`src/rtl/adaptive_voltage_table_controller_assert.svh`:
```
// Assertion macros for the adaptive voltage table controller.
`ifndef ADAPTIVE_VOLTAGE_TABLE_CONTROLLER_ASSERT_SVH
`define ADAPTIVE_VOLTAGE_TABLE_CONTROLLER_ASSERT_SVH

// Checks an implication on every clock edge outside reset.
`define AVTC_ASSERT(lbl, prop, msg) \
    lbl: assert property (@(posedge clk) disable iff (!rst_n) prop) else $error(msg);

// Checks a property that is expected to hold in reset as well.
`define AVTC_ASSERT_ALWAYS(lbl, prop, msg) \
    lbl: assert property (@(posedge clk) prop) else $error(msg);

`endif

```
`src/rtl/avtc_pkg.sv`:
```
// Shared types and constants for the adaptive voltage table controller.
package avtc_pkg;

    localparam int MAX_LEVELS_DEF = 32;
    localparam int TEMP_BANDS_DEF = 16;

    localparam logic [11:0] RESET_VMAX    = 12'd1300;
    localparam logic [11:0] RESET_VMIN    = 12'd750;
    localparam logic [7:0]  RESET_VSTEP   = 8'd25;
    localparam logic [5:0]  RESET_FCOUNT  = 6'd32;

    typedef enum logic [2:0] {
        CFG_ENABLE = 3'd0,
        CFG_FCOUNT = 3'd1,
        CFG_VMIN   = 3'd2,
        CFG_VMAX   = 3'd3,
        CFG_VSTEP  = 3'd4
    } cfg_idx_t;

    typedef struct packed {
        logic        cmd;
        logic [4:0]  freq_index;
        logic        begin_req;
        logic [3:0]  temperature;
        logic [31:0] delay_status;
    } avtc_req_t;

    typedef struct packed {
        logic        status;
        logic        drive_valid;
        logic [11:0] drive_voltage;
        logic        delay_error;
        logic        at_max_warning;
    } avtc_rsp_t;

    typedef struct packed {
        logic        enable;
        logic [5:0]  freq_count;
        logic [11:0] vmin_mv;
        logic [11:0] vmax_mv;
        logic [7:0]  vstep_mv;
    } avtc_cfg_t;

    typedef enum logic [1:0] {
        KIND_PASS   = 2'd0,
        KIND_CHANGE = 2'd1,
        KIND_TICK   = 2'd2
    } kind_t;

    typedef enum logic [1:0] {
        ACT_NONE  = 2'd0,
        ACT_ERROR = 2'd1,
        ACT_RAISE = 2'd2,
        ACT_LOWER = 2'd3
    } action_t;

    typedef struct packed {
        kind_t      kind;
        logic       out_of_range;
        logic       begin_req;
        logic [4:0] level;
        logic [3:0] band;
        action_t    action;
    } avtc_item_t;

    typedef struct packed {
        logic clearing;
        logic pop;
    } avtc_bstat_t;

    typedef enum logic [3:0] {
        ST_CLEAR     = 4'd0,
        ST_IDLE      = 4'd1,
        ST_RAISE     = 4'd2,
        ST_LOW_RD    = 4'd3,
        ST_LOW_CHK   = 4'd4,
        ST_SWEEP_RD  = 4'd5,
        ST_SWEEP_CMP = 4'd6,
        ST_DRV_RD    = 4'd7,
        ST_DRV       = 4'd8
    } state_t;

endpackage

```
`src/rtl/avtc_queue.sv`:
```
// Two-entry queue between the front and back stages.
module avtc_queue (
    input  logic                 clk,
    input  logic                 rst_n,
    input  logic                 push,
    output logic                 push_ready,
    input  avtc_pkg::avtc_item_t push_item,
    output logic                 pop_valid,
    input  logic                 pop,
    output avtc_pkg::avtc_item_t pop_item
);
    import avtc_pkg::*;

    avtc_item_t entry_reg [2];
    logic       wr_ptr_reg;
    logic       rd_ptr_reg;
    logic [1:0] count_reg;
    logic       do_push;
    logic       do_pop;

    assign push_ready = (count_reg != 2'd2);
    assign pop_valid  = (count_reg != 2'd0);
    assign pop_item   = entry_reg[rd_ptr_reg];
    assign do_push    = push && push_ready;
    assign do_pop     = pop && pop_valid;

    always_ff @(posedge clk or negedge rst_n)
    begin
        if (!rst_n)
        begin
            wr_ptr_reg <= 1'b0;
            rd_ptr_reg <= 1'b0;
            count_reg  <= 2'd0;
        end
        else
        begin
            if (do_push)
            begin
                wr_ptr_reg <= !wr_ptr_reg;
            end
            if (do_pop)
            begin
                rd_ptr_reg <= !rd_ptr_reg;
            end
            if (do_push && !do_pop)
            begin
                count_reg <= count_reg + 2'd1;
            end
            else if (do_pop && !do_push)
            begin
                count_reg <= count_reg - 2'd1;
            end
        end
    end

    always_ff @(posedge clk)
    begin
        if (do_push)
        begin
            entry_reg[wr_ptr_reg] <= push_item;
        end
    end

endmodule

```
`config.mk`:
```
export PLATFORM = sky130hd
export DESIGN_NAME = avtc_queue
export DESIGN_NICKNAME = d
export VERILOG_FILES = /design/src/rtl/adaptive_voltage_table_controller_assert.svh /design/src/rtl/avtc_pkg.sv /design/src/rtl/avtc_queue.sv
export SDC_FILE = /design/constraint.sdc
export NUM_CORES = 1
export LEC_CHECK = 0
export BUFFER_PORTS_ARGS = -buffer_cell sky130_fd_sc_hd__buf_2
export CAP_MARGIN = 25
export CORE_ASPECT_RATIO = 1.1
export CORE_UTILIZATION = 38
export DETAILED_ROUTE_END_ITERATION = 10
export HOLD_SLACK_MARGIN = 0.1
export PLACE_DENSITY = 0.58
export SETUP_SLACK_MARGIN = 0.02
export SLEW_MARGIN = 5
export SYNTH_ARGS = -nofsm -noshare
export SYNTH_HDL_FRONTEND = slang
export SYNTH_SLANG_ARGS = --single-unit
```
`constraint.sdc`:
```
create_clock -name clk -period 3.3 [get_ports clk]
set_input_delay 0.33 -clock clk [delete_from_list [all_inputs] [get_ports clk]]
set_output_delay 0.33 -clock clk [all_outputs]
set_load 0.01 [all_outputs]
```
# --- Word-level counts from Yosys, hierarchy flattened ---
# Memory sizes are Yosys's and may differ from the RTL's.
# Index checks and enable logic that the tools add are counted.
# W data, S select, Z words.
totals:
  register_bits: 4
  ramBits: 30
  in_bits: 19
  output_inout_bits: 17
  wordCells: 21
  mem_count: 1
op_classes:
  add_sub_neg: 2
  eq_ne: 1
  mux: 4
  n_reduce_logical: 10
mem_list:
  columns: ["name", "words", "word_bits", "rd", "rd_ports_with_merged_regs", "write_ports", "line", "source"]
  rows:
  - ["entry_reg", 2, 15, 1, 0, 1, "avtc_queue.sv:14", "avtc_item_t entry_reg [2];"]
ops:
  columns: ["operator", "n"]
  rows:
  - ["$logic_and A1 B1 Y1", 4]
  - ["$logic_not A1 Y1", 4]
  - ["$mux W2", 2]
  - ["$reduce_bool A2 Y1", 2]
  - ["$add A2 B1 Y2 const B", 1]
  - ["$mux W1", 2]
  - ["$ne A2 B2 Y1 const B", 1]
  - ["$sub A2 B1 Y2 const B", 1]

# --- Longest topological paths before layout ---
depth:
  ltp_word: 6
  ltp_mapped: 7
  depth_no_buf: 7

# --- Least setup slack after synthesis ---
# Ideal clock, no wire load.
synth_timing:
  path_type: "register to register"
  startpoint: "register count_reg[0]"
  endpoint: "memory entry_reg[0][0] in the netlist's numbering, enable pin"
  setup_time_ns: 0.386
  arrival_time_ns: 1.352
  t_required_ns: 2.914
  slack_ns: 1.561
  path_stages_with_launch: 4
  n_path_buf: 0
  period_less_slack_ns: 1.739
  path_cell_list: "dfrtp_1 > nand2b_1 > nand2_1 > nor2_1"
synth_between:
  elab_chain_cells: 4
synth_lines:
  columns: ["element", "line", "source"]
  rows:
  - ["start: declaration", "avtc_queue.sv:17", "logic [1:0] count_reg;"]
  - ["start signal: assignment", "avtc_queue.sv:47", "count_reg <= count_reg + 2'd1;"]
  - ["start signal: assignment", "avtc_queue.sv:51", "count_reg <= count_reg - 2'd1;"]
  - ["$ne A2 B2 Y1", "avtc_queue.sv:21", "assign push_ready = (count_reg != 2'd2);"]
  - ["via push_ready", "avtc_queue.sv:6", "output logic push_ready,"]
  - ["$logic_and A1 B1 Y1", "avtc_queue.sv:24", "assign do_push = push && push_ready;"]
  - ["$mux W1", "avtc_queue.sv:58", "if (do_push)"]
  - ["$mux W1 (not written as such)", "avtc_queue.sv:60", "entry_reg[wr_ptr_reg] <= push_item;"]
  - ["end: declaration", "avtc_queue.sv:14", null]
# The timed path passes the listed nets, and every way through them passes these cells.

==> implementation parameters <==
Parameter                              Value

Run
  Total of max-cap violations    0

Worst setup path
  Ordered cell list for the critical path    mux2_2, buf_2
  Data required time at the worst endpoint    2970 ps
  Critical Path Source    rd_ptr_reg$_DFFE_PN0P_
  Category of the most critical setup path    reg -> out
  Delay contributed by the slowest stage of the critical path    900 ps
  Arrival @ worst endpoint    1790 ps
  Critical path launch point type    register
  Critical Path End Type    output port
  Cell with the largest stage delay on the worst path    sky130_fd_sc_hd__dfrtp_1
  Critical Path Fanout Max    16
  Worst R2R Start    count_reg[0]$_DFFE_PN0P_

Floorplanning
  Die outline width    58.4 um
  Floorplan Core Area    3330 sq um
  Row count    22
  Die Span Y    64.1 um
  Total die area    3740 sq um
  Effective utilization at floorplan    0.400
  Num ports    36

Timing
  Max-Slew Margin vs Limit    0.439
  Setup Skew    10.1 ps
  Sum of negative setup slack    0 ps
  Slew @ Worst Pin    842 ps
  Slack of the critical path    1180 ps
  Achievable clock frequency    0.472 GHz
  Worst hold margin    183 ps
  Pins over their slew limit    0
  Fraction of the cycle the final worst path needs    0.642
  Minimum period implied by the final worst setup slack    2120 ps
  Total setup violations reported at the end of the flow    0
  Unrepaired setup endpoints after global routing    false
  Final Hold Fails    0

Synth
  Cells taking the most area after synthesis    sky130_fd_sc_hd__edfxtp_1, sky130_fd_sc_hd__mux2_4, sky130_fd_sc_hd__dfrtp_1, sky130_fd_sc_hd__mux2_2, sky130_fd_sc_hd__xnor2_1
  Total nets after synthesis    85
  Post-synthesis average cell area    20.5 sq um
  Area share of the largest cell type after synthesis    0.677
  Share of the yosys chip area belonging to registers    0.752
  Async set-reset flop share out of synthesis    0.118
  Number of distinct library cells after synthesis    16
  Number of flops mapped to enable cells by yosys    30
  Most instantiated flip-flop cell in the synthesis netlist    sky130_fd_sc_hd__edfxtp_1
  Post-synthesis register bit count    34
  YS warnings    0
  Instance count of the mapped netlist    65
  Most used standard cell by instance count after synthesis    sky130_fd_sc_hd__edfxtp_1
  Library cell occupying the most area in the post-synthesis netlist    sky130_fd_sc_hd__edfxtp_1
  Area of the mapped netlist    1330 sq um
  Most numerous cell types in the synthesized netlist    sky130_fd_sc_hd__edfxtp_1, sky130_fd_sc_hd__mux2_4, sky130_fd_sc_hd__mux2_2

Min path
  Hold wc startpoint    push_item[13]
  HP Class    in -> reg

Final layout
  Fraction of layout instances using a drive strength above 1    0.537
  Number of flip-flops under the largest register name    30
  Area grow syn2layout    22.3%
  Fill cell count    296
  Final net count    127
  # diodes    0

Drt
  Top Layer Used    met4
  Violation count after the first detailed-route iteration    12
  Total wire length after detailed routing    1.99 mm
  Routed length on met2    966 um
  WL met3    135 um
  Total routed wire length on the met1 layer    831 um
  Via/cell ratio    4.34
  Count of TritonRoute iterations in the first routing pass    4
  Via count    677
  Residual DRC count    0
  Number of nets still failing antenna checks after routing    0
  Wire length per cell after detailed routing    12.7 um

Clocking
  Clock transition at the registers of the reported paths    100 ps
  Post-CTS repair timing setup buffer count    0
  Maximum root-to-sink buffer count    2
  Resized cells post-CTS    0
  H-tree depth reported by CTS    2
  Number of sinks driven by the clock tree    34
  Number of CTS-inserted buffers    5
  Clock tree from TritonCTS    yes
  Count of hold-fix buffers inserted at cts    1
  Clock Latency Late Sink    320 ps
  Clock root buffer    sky130_fd_sc_hd__clkbuf_4

GRT
  Largest net degree at the start of global routing    17
  Residual overflow from global routing    0
  Antenna violations before repair    0
  Overall track demand over capacity in global routing    0.125
  Global-route wire length before repair    3.22 mm
  Number of global-route vias before repair    685

Place
  Routability congestion estimate from global placement    0.635
  Worst slack after detailed placement    1500 ps
  Port Buffer Count    35
  Placed wire-length estimate after detailed placement    1.36 mm

Power
  Leakage dissipation    0.000658 uW
  Final total power    1400 uW
  Clock power frac    0.207
  Switching power as a share of total power    0.288
  Switching power total    403 uW
  Pwr/cell area    860 nW/um^2
  Internal power of the cells    997 uW
  Relative contribution of combinational cells to total power    0.308
  Share of total power in sequential cells    0.485
  Worst VDD drop    0.404 mV

Run status
  Result of the run    finished clean
==> through the flow <==
| step | util | std cells | instance area (sq um) |
|---|---|---|---|
| detailed placement | 0.463 | 147 | 1540 |
| floorplan | - | 65 | 1330 |
| CTS | 0.489 | 156 | 1630 |
| global route | 0.489 | 156 | 1630 |
| finish | 0.489 | 156 | 1630 |
| global placement | 0.463 | 147 | 1540 |
==> per-layer routing <==
metal  GRT usage  vias up
met5           0        -
met4      0.0714        0
met3      0.0567        7
met2       0.193       24
met1       0.141      321
li1            -      325
==> worst paths after layout <==
path                       slack [ps]  cells after the start                          to
max                              1180                      2                pop_item[12]
min in group asynchronous         330                      2    count_reg[0]$_DFFE_PN0P_
min reg2reg                       500                      1      wr_ptr_reg$_DFFE_PN0P_
max in group asynchronous        2850                      2      wr_ptr_reg$_DFFE_PN0P_
max reg2reg                      1540                      4   entry_reg[0][4]$_DFFE_PP_
min                               180                      1  entry_reg[0][13]$_DFFE_PP_
==> cell families (layout without fill, tap and decap cells) <==
logic type	after synthesis	after routing	synth area share
DFF	34	34	0.752
muxes	15	15	0.152
and+or+nand+nor	7	7	0.0273
xor gates and xnor gates	5	5	0.0329
buffers and inverters	3	46	0.0263
adders and majority gates	1	1	0.00940
==> power by group through the flow <==
stage / clock network (uW) / logic [uW] / registers (uW)
after floorplan: 0 / 375 / 634
after CTS: 298 / 442 / 683
final: 290 / 432 / 679
after global routing: 317 / 471 / 697
after global placement: 0 / 433 / 684
after detailed placement: 0 / 440 / 692
==> cell type report <==
class | count | area [sq um] | area share
clock inverters | 1 | 30.0 | 0.0184
inverters | 1 | 3.75 | 0.00231
flip-flops and latches | 34 | 1000 | 0.615
repair buffers | 37 | 193 | 0.118
clock buffers | 7 | 45.0 | 0.0277
multi-input cells | 28 | 295 | 0.181
well taps | 48 | 60.1 | 0.0369
==> critical path: cells and delay by family, from the launching register on <==
kind     cells  cell delay [ps]
mux          1              420
buf+inv      1              140
flops        1              900
==> placed cells by master, fill, tap and decap left out <==
master	instances
sky130_fd_sc_hd__and3_1	1
sky130_fd_sc_hd__buf_2	35
sky130_fd_sc_hd__buf_4	1
sky130_fd_sc_hd__bufinv_16	1
sky130_fd_sc_hd__clkbuf_1	2
sky130_fd_sc_hd__clkbuf_4	5
sky130_fd_sc_hd__dfrtp_1	4
sky130_fd_sc_hd__dlygate4sd3_1	1
sky130_fd_sc_hd__edfxtp_1	30
sky130_fd_sc_hd__ha_1	1
sky130_fd_sc_hd__inv_1	1
sky130_fd_sc_hd__mux2_2	6
sky130_fd_sc_hd__mux2_4	9
sky130_fd_sc_hd__nand2_1	1
sky130_fd_sc_hd__nand2_2	1
sky130_fd_sc_hd__nand2b_1	1
sky130_fd_sc_hd__nor2_1	2
sky130_fd_sc_hd__or2_1	1
sky130_fd_sc_hd__xnor2_1	3
sky130_fd_sc_hd__xor2_1	2
No activity file was read; power rests on OpenSTA's default activity.
