<file path="config.mk">
export PLATFORM = sky130hd
export DESIGN_NAME = avtc_front
export DESIGN_NICKNAME = d
export VERILOG_FILES = /design/src/rtl/adaptive_voltage_table_controller_assert.svh /design/src/rtl/avtc_pkg.sv /design/src/rtl/avtc_front.sv
export SDC_FILE = /design/constraint.sdc
export NUM_CORES = 1
export LEC_CHECK = 0
export ABC_AREA = 1
export BUFFER_PORTS_ARGS = -buffer_cell sky130_fd_sc_hd__buf_4
export CORE_ASPECT_RATIO = 0.6
export CORE_MARGIN = 2
export CORE_UTILIZATION = 33
export DETAILED_ROUTE_END_ITERATION = 7
export PLACE_DENSITY = 0.85
export SLEW_MARGIN = 0
export SYNTH_ARGS = -nofsm -noshare
export SYNTH_HDL_FRONTEND = slang
export SYNTH_SLANG_ARGS = --single-unit
</file>
<file path="constraint.sdc">
create_clock -name clk -period 3.9 [get_ports clk]
set_input_delay 0.195 -clock clk [delete_from_list [all_inputs] [get_ports clk]]
set_output_delay 0.195 -clock clk [all_outputs]
set_load 0.05 [all_outputs]
</file>
<file path="src/rtl/adaptive_voltage_table_controller_assert.svh">
// Assertion macros for the adaptive voltage table controller.
`ifndef ADAPTIVE_VOLTAGE_TABLE_CONTROLLER_ASSERT_SVH
`define ADAPTIVE_VOLTAGE_TABLE_CONTROLLER_ASSERT_SVH

// Checks an implication on every clock edge outside reset.
`define AVTC_ASSERT(lbl, prop, msg) \
    lbl: assert property (@(posedge clk) disable iff (!rst_n) prop) else $error(msg);

// Checks a property that is expected to hold in reset as well.
`define AVTC_ASSERT_ALWAYS(lbl, prop, msg) \
    lbl: assert property (@(posedge clk) prop) else $error(msg);

`endif

</file>
<file path="src/rtl/avtc_pkg.sv">
// Shared types and constants for the adaptive voltage table controller.
package avtc_pkg;

    localparam int MAX_LEVELS_DEF = 32;
    localparam int TEMP_BANDS_DEF = 16;

    localparam logic [11:0] RESET_VMAX    = 12'd1300;
    localparam logic [11:0] RESET_VMIN    = 12'd750;
    localparam logic [7:0]  RESET_VSTEP   = 8'd25;
    localparam logic [5:0]  RESET_FCOUNT  = 6'd32;

    typedef enum logic [2:0] {
        CFG_ENABLE = 3'd0,
        CFG_FCOUNT = 3'd1,
        CFG_VMIN   = 3'd2,
        CFG_VMAX   = 3'd3,
        CFG_VSTEP  = 3'd4
    } cfg_idx_t;

    typedef struct packed {
        logic        cmd;
        logic [4:0]  freq_index;
        logic        begin_req;
        logic [3:0]  temperature;
        logic [31:0] delay_status;
    } avtc_req_t;

    typedef struct packed {
        logic        status;
        logic        drive_valid;
        logic [11:0] drive_voltage;
        logic        delay_error;
        logic        at_max_warning;
    } avtc_rsp_t;

    typedef struct packed {
        logic        enable;
        logic [5:0]  freq_count;
        logic [11:0] vmin_mv;
        logic [11:0] vmax_mv;
        logic [7:0]  vstep_mv;
    } avtc_cfg_t;

    typedef enum logic [1:0] {
        KIND_PASS   = 2'd0,
        KIND_CHANGE = 2'd1,
        KIND_TICK   = 2'd2
    } kind_t;

    typedef enum logic [1:0] {
        ACT_NONE  = 2'd0,
        ACT_ERROR = 2'd1,
        ACT_RAISE = 2'd2,
        ACT_LOWER = 2'd3
    } action_t;

    typedef struct packed {
        kind_t      kind;
        logic       out_of_range;
        logic       begin_req;
        logic [4:0] level;
        logic [3:0] band;
        action_t    action;
    } avtc_item_t;

    typedef struct packed {
        logic clearing;
        logic pop;
    } avtc_bstat_t;

    typedef enum logic [3:0] {
        ST_CLEAR     = 4'd0,
        ST_IDLE      = 4'd1,
        ST_RAISE     = 4'd2,
        ST_LOW_RD    = 4'd3,
        ST_LOW_CHK   = 4'd4,
        ST_SWEEP_RD  = 4'd5,
        ST_SWEEP_CMP = 4'd6,
        ST_DRV_RD    = 4'd7,
        ST_DRV       = 4'd8
    } state_t;

endpackage

</file>
<file path="src/rtl/avtc_front.sv">
// Front stage: accepts requests and classifies them into queue items.
module avtc_front #(
    parameter int MAX_LEVELS = avtc_pkg::MAX_LEVELS_DEF,
    parameter int TEMP_BANDS = avtc_pkg::TEMP_BANDS_DEF
) (
    input  logic                clk,
    input  logic                rst_n,
    input  avtc_pkg::avtc_cfg_t cfg,
    input  logic                req_valid,
    output logic                req_ready,
    input  avtc_pkg::avtc_req_t req,
    output logic                push,
    input  logic                push_ready,
    output avtc_pkg::avtc_item_t push_item
);
    import avtc_pkg::*;

    localparam int CW = $clog2(MAX_LEVELS + 1);

    logic        hold_valid_reg;
    logic        hold_valid_next;
    avtc_item_t  hold_reg;
    avtc_item_t  hold_next;
    logic [CW-1:0] levels;
    logic [1:0]  cpu_code;
    logic [1:0]  vu_code;
    logic [1:0]  l2_code;
    logic        accept;

    assign req_ready = !hold_valid_reg || push_ready;
    assign accept    = req_valid && req_ready;
    assign push      = hold_valid_reg;
    assign push_item = hold_reg;

    assign levels = ({3'b0, cfg.freq_count} > 9'(MAX_LEVELS)) ? CW'(MAX_LEVELS)
                                                               : CW'(cfg.freq_count);
    assign cpu_code = {req.delay_status[24], req.delay_status[16]};
    assign vu_code  = {req.delay_status[29], req.delay_status[21]};
    assign l2_code  = {req.delay_status[30], req.delay_status[22]};

    always_comb
    begin
        hold_next              = hold_reg;
        hold_valid_next        = hold_valid_reg;
        if (push && push_ready)
        begin
            hold_valid_next = 1'b0;
        end
        if (accept)
        begin
            hold_valid_next        = 1'b1;
            hold_next.kind         = KIND_PASS;
            hold_next.out_of_range = 1'b0;
            hold_next.begin_req    = req.begin_req;
            hold_next.level        = req.freq_index;
            hold_next.band         = ({28'b0, req.temperature} >= 32'(TEMP_BANDS))
                                     ? 4'(TEMP_BANDS - 1) : req.temperature;
            hold_next.action       = ACT_NONE;
            if (cpu_code == 2'd3 || vu_code == 2'd3 || l2_code == 2'd3)
            begin
                hold_next.action = ACT_ERROR;
            end
            else if (cpu_code == 2'd2 || vu_code == 2'd2 || l2_code == 2'd2)
            begin
                hold_next.action = ACT_RAISE;
            end
            else if (cpu_code == 2'd1 && vu_code == 2'd1 && l2_code == 2'd1)
            begin
                hold_next.action = ACT_LOWER;
            end
            if (cfg.enable)
            begin
                if (req.cmd)
                begin
                    hold_next.kind = KIND_TICK;
                end
                else if ({4'b0, req.freq_index} >= 9'(levels))
                begin
                    hold_next.out_of_range = 1'b1;
                end
                else
                begin
                    hold_next.kind = KIND_CHANGE;
                end
            end
        end
    end

    always_ff @(posedge clk or negedge rst_n)
    begin
        if (!rst_n)
        begin
            hold_valid_reg <= 1'b0;
        end
        else
        begin
            hold_valid_reg <= hold_valid_next;
        end
    end

    always_ff @(posedge clk)
    begin
        hold_reg <= hold_next;
    end

endmodule

</file>
### After elaboration in Yosys (flattened, before gate mapping)

Index checks and enable logic that the tools add are counted.

| storage, ports and cells | value |
|---|---|
| bits in registers | 16 |
| word-level logic and storage cells | 40 |
| input port bits | 86 |

| operators by class | value |
|---|---|
| equal/unequal tests | 9 |
| bitwise gates (word level) | 1 |
| $lt $le $gt $ge | 2 |
| muxes and demuxes | 8 |
| reductions and logical operators | 12 |

Operators by type and width:

| cell | number |
|---|---|
| equality test 2 bit (second input constant) | 6 |
| equality test 2 x 1 -> 1 bit (second input constant) | 3 |
| >= comparator 5 x 6 -> 1 bit | 1 |
| > comparator 6 bit (second input constant) | 1 |
| two-way mux 2 bit | 3 |
| two-way mux 6 bit | 1 |
| logical OR 1 bit | 5 |
| logical AND 1 bit | 4 |
| two-way mux 1 bit | 4 |
| nonzero test 2 bit | 1 |
| OR reduction 2 bit | 1 |
| zero test 1 bit | 1 |
| inverter 1 bit | 1 |

### Logic depth before layout (Yosys ltp)

| depth | value |
|---|---|
| word-level depth | 5 |
| mapped depth | 11 |
| gate-level depth less buffers | 11 |

### Worst setup path after synthesis

Ideal clock, no wire load.

| timing path | value |
|---|---|
| kind | reg2reg |
| from | register hold_valid_reg (netlist: push) |
| to | register hold_reg (netlist bit push_item[0]), enable pin |
| period minus slack after synthesis | 1830 ps |
| required time | 3508 ps |
| arrival | 1438 ps |
| stages on the path, launching flop included | 2 |
| slack | 2070 ps |
| setup time | 392 ps |
| cell sequence | dfrtp_1 > a21oi_1 |

| on the way | value |
|---|---|
| cells in the longest elaborated chain, start to end | 3 |

Ends and longest elaborated chain:

| what | RTL line | source |
|---|---|---|
| start, declared | avtc_front.sv:20 | `logic hold_valid_reg;` |
| start signal, assigned | avtc_front.sv:97 | `hold_valid_reg <= hold_valid_next;` |
| zero test 1 bit | avtc_front.sv:30 | `assign req_ready = !hold_valid_reg \|\| push_ready;` |
| logical OR 1 bit | avtc_front.sv:30 |  |
| logical AND 1 bit | avtc_front.sv:31 | `assign accept = req_valid && req_ready;` |
| named net accept | avtc_front.sv:28 | `logic accept;` |
| end signal, assigned | avtc_front.sv:103 | `hold_reg <= hold_next;` |
| end, declared | avtc_front.sv:22 | `avtc_item_t hold_reg;` |

The timed path passes the listed nets, and every way through them passes these cells.
A chain may end at the register's enable or synchronous reset.

### Worst setup path in the final report

| timing path | value |
|---|---|
| from | input cfg[34] (netlist name) |
| to | register hold_reg (netlist bit push_item[12]) (data pin) |

| on the way | value |
|---|---|
| cells in the longest elaborated chain, start to end | 4 |

Ends and longest elaborated chain:

| what | RTL line | source |
|---|---|---|
| start, declared | avtc_front.sv:8 | `input avtc_pkg::avtc_cfg_t cfg,` |
| > comparator 6 bit | avtc_front.sv:35 | `assign levels = ({3'b0, cfg.freq_count} > 9'(MAX_LEVELS)) ? CW'(MAX_LEVELS)` |
| two-way mux 6 bit * | avtc_front.sv:35 |  |
| >= comparator 5 x 6 -> 1 bit * | avtc_front.sv:77 | `else if ({4'b0, req.freq_index} >= 9'(levels))` |
| two-way mux 1 bit * | avtc_front.sv:77 |  |

Mark *: on every way between the ends. The rest lies on a longest branch, timed or not.

==> flow_metrics.env <==
export IMPL_status="finished, final reports clean"
export IMPL_dr_pass1_iters=4
export IMPL_final_common_cell="buf_4"
export IMPL_hpwl_um=1422
export IMPL_synthAdderAreaFrac=0.08117
export IMPL_coreArea_um2=2180
export IMPL_cts_tree="done"
export IMPL_synth_compound_area_frac=0.05032
export IMPL_reg2regPathDepth=2
export IMPL_syn_instance_count=76
export IMPL_start_util=0.3536
export IMPL_die_h_um=41.44
export IMPL_min_path_cells=1
export IMPL_grt_overflow=0
export IMPL_synthXorXnorAreaFrac=0
export IMPL_grt_pass1_wl_um=2663
export IMPL_ctsHoldBuffers=1
export IMPL_worst_pin_slew_ns=0.1905
export IMPL_final_max_slew_viol_count=0
export IMPL_die_area_um2=2751
export IMPL_drc=0
export IMPL_synthMuxAreaShare=0
export IMPL_syn_nets=167
export IMPL_ctsHtreeMaxLevel=1
export IMPL_setup_viol=0
export IMPL_clk_pin_slew_worst_paths_ns=0.06
export IMPL_crit_path_end_kind="register"
export IMPL_p_leak_uw=0.0005980
export IMPL_drt_iter0_markers=5
export IMPL_synth_top_area_frac=0.5844
export IMPL_fin_cells=156
export IMPL_relSlewSlack=0.8730
export IMPL_synthTopCellsByArea="edfxtp_1 58%, nand2_1 12%, ha_1 8.1%, inv_1 5.8%, dfrtp_1 3.2%"
export IMPL_viasPerCell=4.327
export IMPL_met2_usage=0.2340
export IMPL_synth_simple_area_share=0.1883
export IMPL_wl_um=1631
export IMPL_track_usage=0.1261
export IMPL_port_buffers=44
export IMPL_numCtsBuffers=3
export IMPL_antenna_found_initial=0
export IMPL_ys_ff_latch=16
export IMPL_syn_avg_cell_area_um2=10.14
export IMPL_antenna_cells=0
export IMPL_syn2layout_area_growth_pct=55.84
export IMPL_final_nets=218
export IMPL_hold_viol_final=0
export IMPL_start_kind="input pin"
export IMPL_rsz0062_at_grt="no"
export IMPL_grt_max_degree=16
export IMPL_yosys_area_top_type="edfxtp_1"
export IMPL_grt_use_met1=0.1357
export IMPL_yosysWarnings=0
export IMPL_worstPathRequired_ns=3.89
export IMPL_wl_per_cell_um=10.46
export IMPL_vdd_drop_max_mv=0.1853
export IMPL_gp_congestion=0.7773
export IMPL_ant_nets=0
export IMPL_synth_top_family_by_area="simple AND/OR/NAND/NOR gates"
export IMPL_place_inst=151
export IMPL_ios=103
export IMPL_cts_setup_buffers=0
export IMPL_path_class="in -> reg"
export IMPL_seq_area_frac_synth=0.6169
export IMPL_die_w_um=66.39
export IMPL_top_usage_layer="met2"
export IMPL_fin_skew_ns=0.001804
export IMPL_final_min_clock_period_ns=1.381
export IMPL_netlist_area_um2=770.7
export IMPL_drv_cap=0
export IMPL_use_met3=0.04065
export IMPL_cp_max_fo=2
export IMPL_dr_total_vias=675
export IMPL_power_total_uw=430.3
export IMPL_clock_latency_ns=0.24
export IMPL_yosysUniqueCellTypes=14
export IMPL_finalSetupTns_ns=0
export IMPL_cts_resized=0
export IMPL_power_density_nw_per_um2=358.2
export IMPL_grt_pass1_vias=669
export IMPL_drive_above_1_share=0.4048
export IMPL_crit_arrival_ns=1.37
export IMPL_fin_crit_sh=0.3541
export IMPL_clock_sinks=16
export IMPL_cts_path_max_buffers=2
export IMPL_max_freq_mhz=724.1
export IMPL_cts_root_buf="clkbuf_8"
export IMPL_worstHoldPathType="in -> reg"
export IMPL_num_rows=13
export IMPL_final_cell_mix="45 x buf_4, 25 x nand2_1, 15 x edfxtp_1, 12 x inv_1, 6 x nor2_1"
[synthesized netlist by cell type, drive strengths merged]
cell type,number
nand4,2
nor3,1
inv,13
dfrtp,1
a21boi,2
edfxtp,15
a21oi,4
nor2,6
nand3,1
ha,5
nand2,26
[logic make-up after synthesis]
family	after synthesis
buf+inv	13
flops	16
simple gates	36
fa+ha+maj	5
compound gates	6
[through the flow]
| step | hold WS (ns) | setup WS (ns) | util | area, um2 |
|---|---|---|---|---|
| floorplan | -0.1006 | 2.070 | - | 770.7 |
| global placement | -0.02818 | 2.328 | 0.5258 | 1146 |
| detailed placement | -0.02702 | 2.266 | 0.5258 | 1146 |
| CTS | 0.1246 | 2.495 | 0.5511 | 1201 |
| global route | 0.1168 | 2.445 | 0.5511 | 1201 |
| finish | 0.1287 | 2.519 | 0.5511 | 1201 |
[where the power goes]
group	switching (uW)	internal, uW
clock	50.4	69.6
combinational	65.6	41.9
sequential	2.71	200
total	119	312
[routing by layer]
metal	up-vias	wire (um)	share of wire
li1	349	-	-
met1	299	649	0.40
met2	25	869	0.53
met3	2	94	0.058
met4	0	17	0.010
met5	-	0	0
[worst max-delay path, cell delays in order]
cell and delay (ns):
buf_4 0.11, nor3_1 0.17, nand2_1 0.08, a21boi_0 0.17, ha_1 0.26, inv_1 0.07
nand2_1 0.06, nand2_1 0.05, nand2_1 0.05, nand2_1 0.07, a21oi_1 0.08
[registers in the layout, summed over array words and instances, names as in the netlist]
name and count:
push_item 15, push 1
[layout make-up]
class	count	area (um2)
Clock buffer	3	41.29
Clock inverter	1	3.754
Fill cell	210	978.4
Inverter	13	48.80
Multi-Input combinational cell	47	246.5
Sequential cell	16	475.5
Tap cell	30	37.54
Timing Repair Buffer	46	347.8
[worst paths after layout]
check	slack, ns	end	start
worst max-delay path	2.52	push_item[12]$_SDFFCE_PP0P_	cfg[34]
worst min-delay path	0.13	push_item[5]$_DFFE_PP_	req[35]
worst max register to register	2.82	push_item[2]$_DFFE_PP_	push$_DFFE_PN0P_
worst min register to register	0.52	push$_DFFE_PN0P_	push$_DFFE_PN0P_
max in group asynchronous	3.56	push$_DFFE_PN0P_	rst_n
min in group asynchronous	0.26	push$_DFFE_PN0P_	rst_n
No activity file was read; power rests on OpenSTA's default activity.
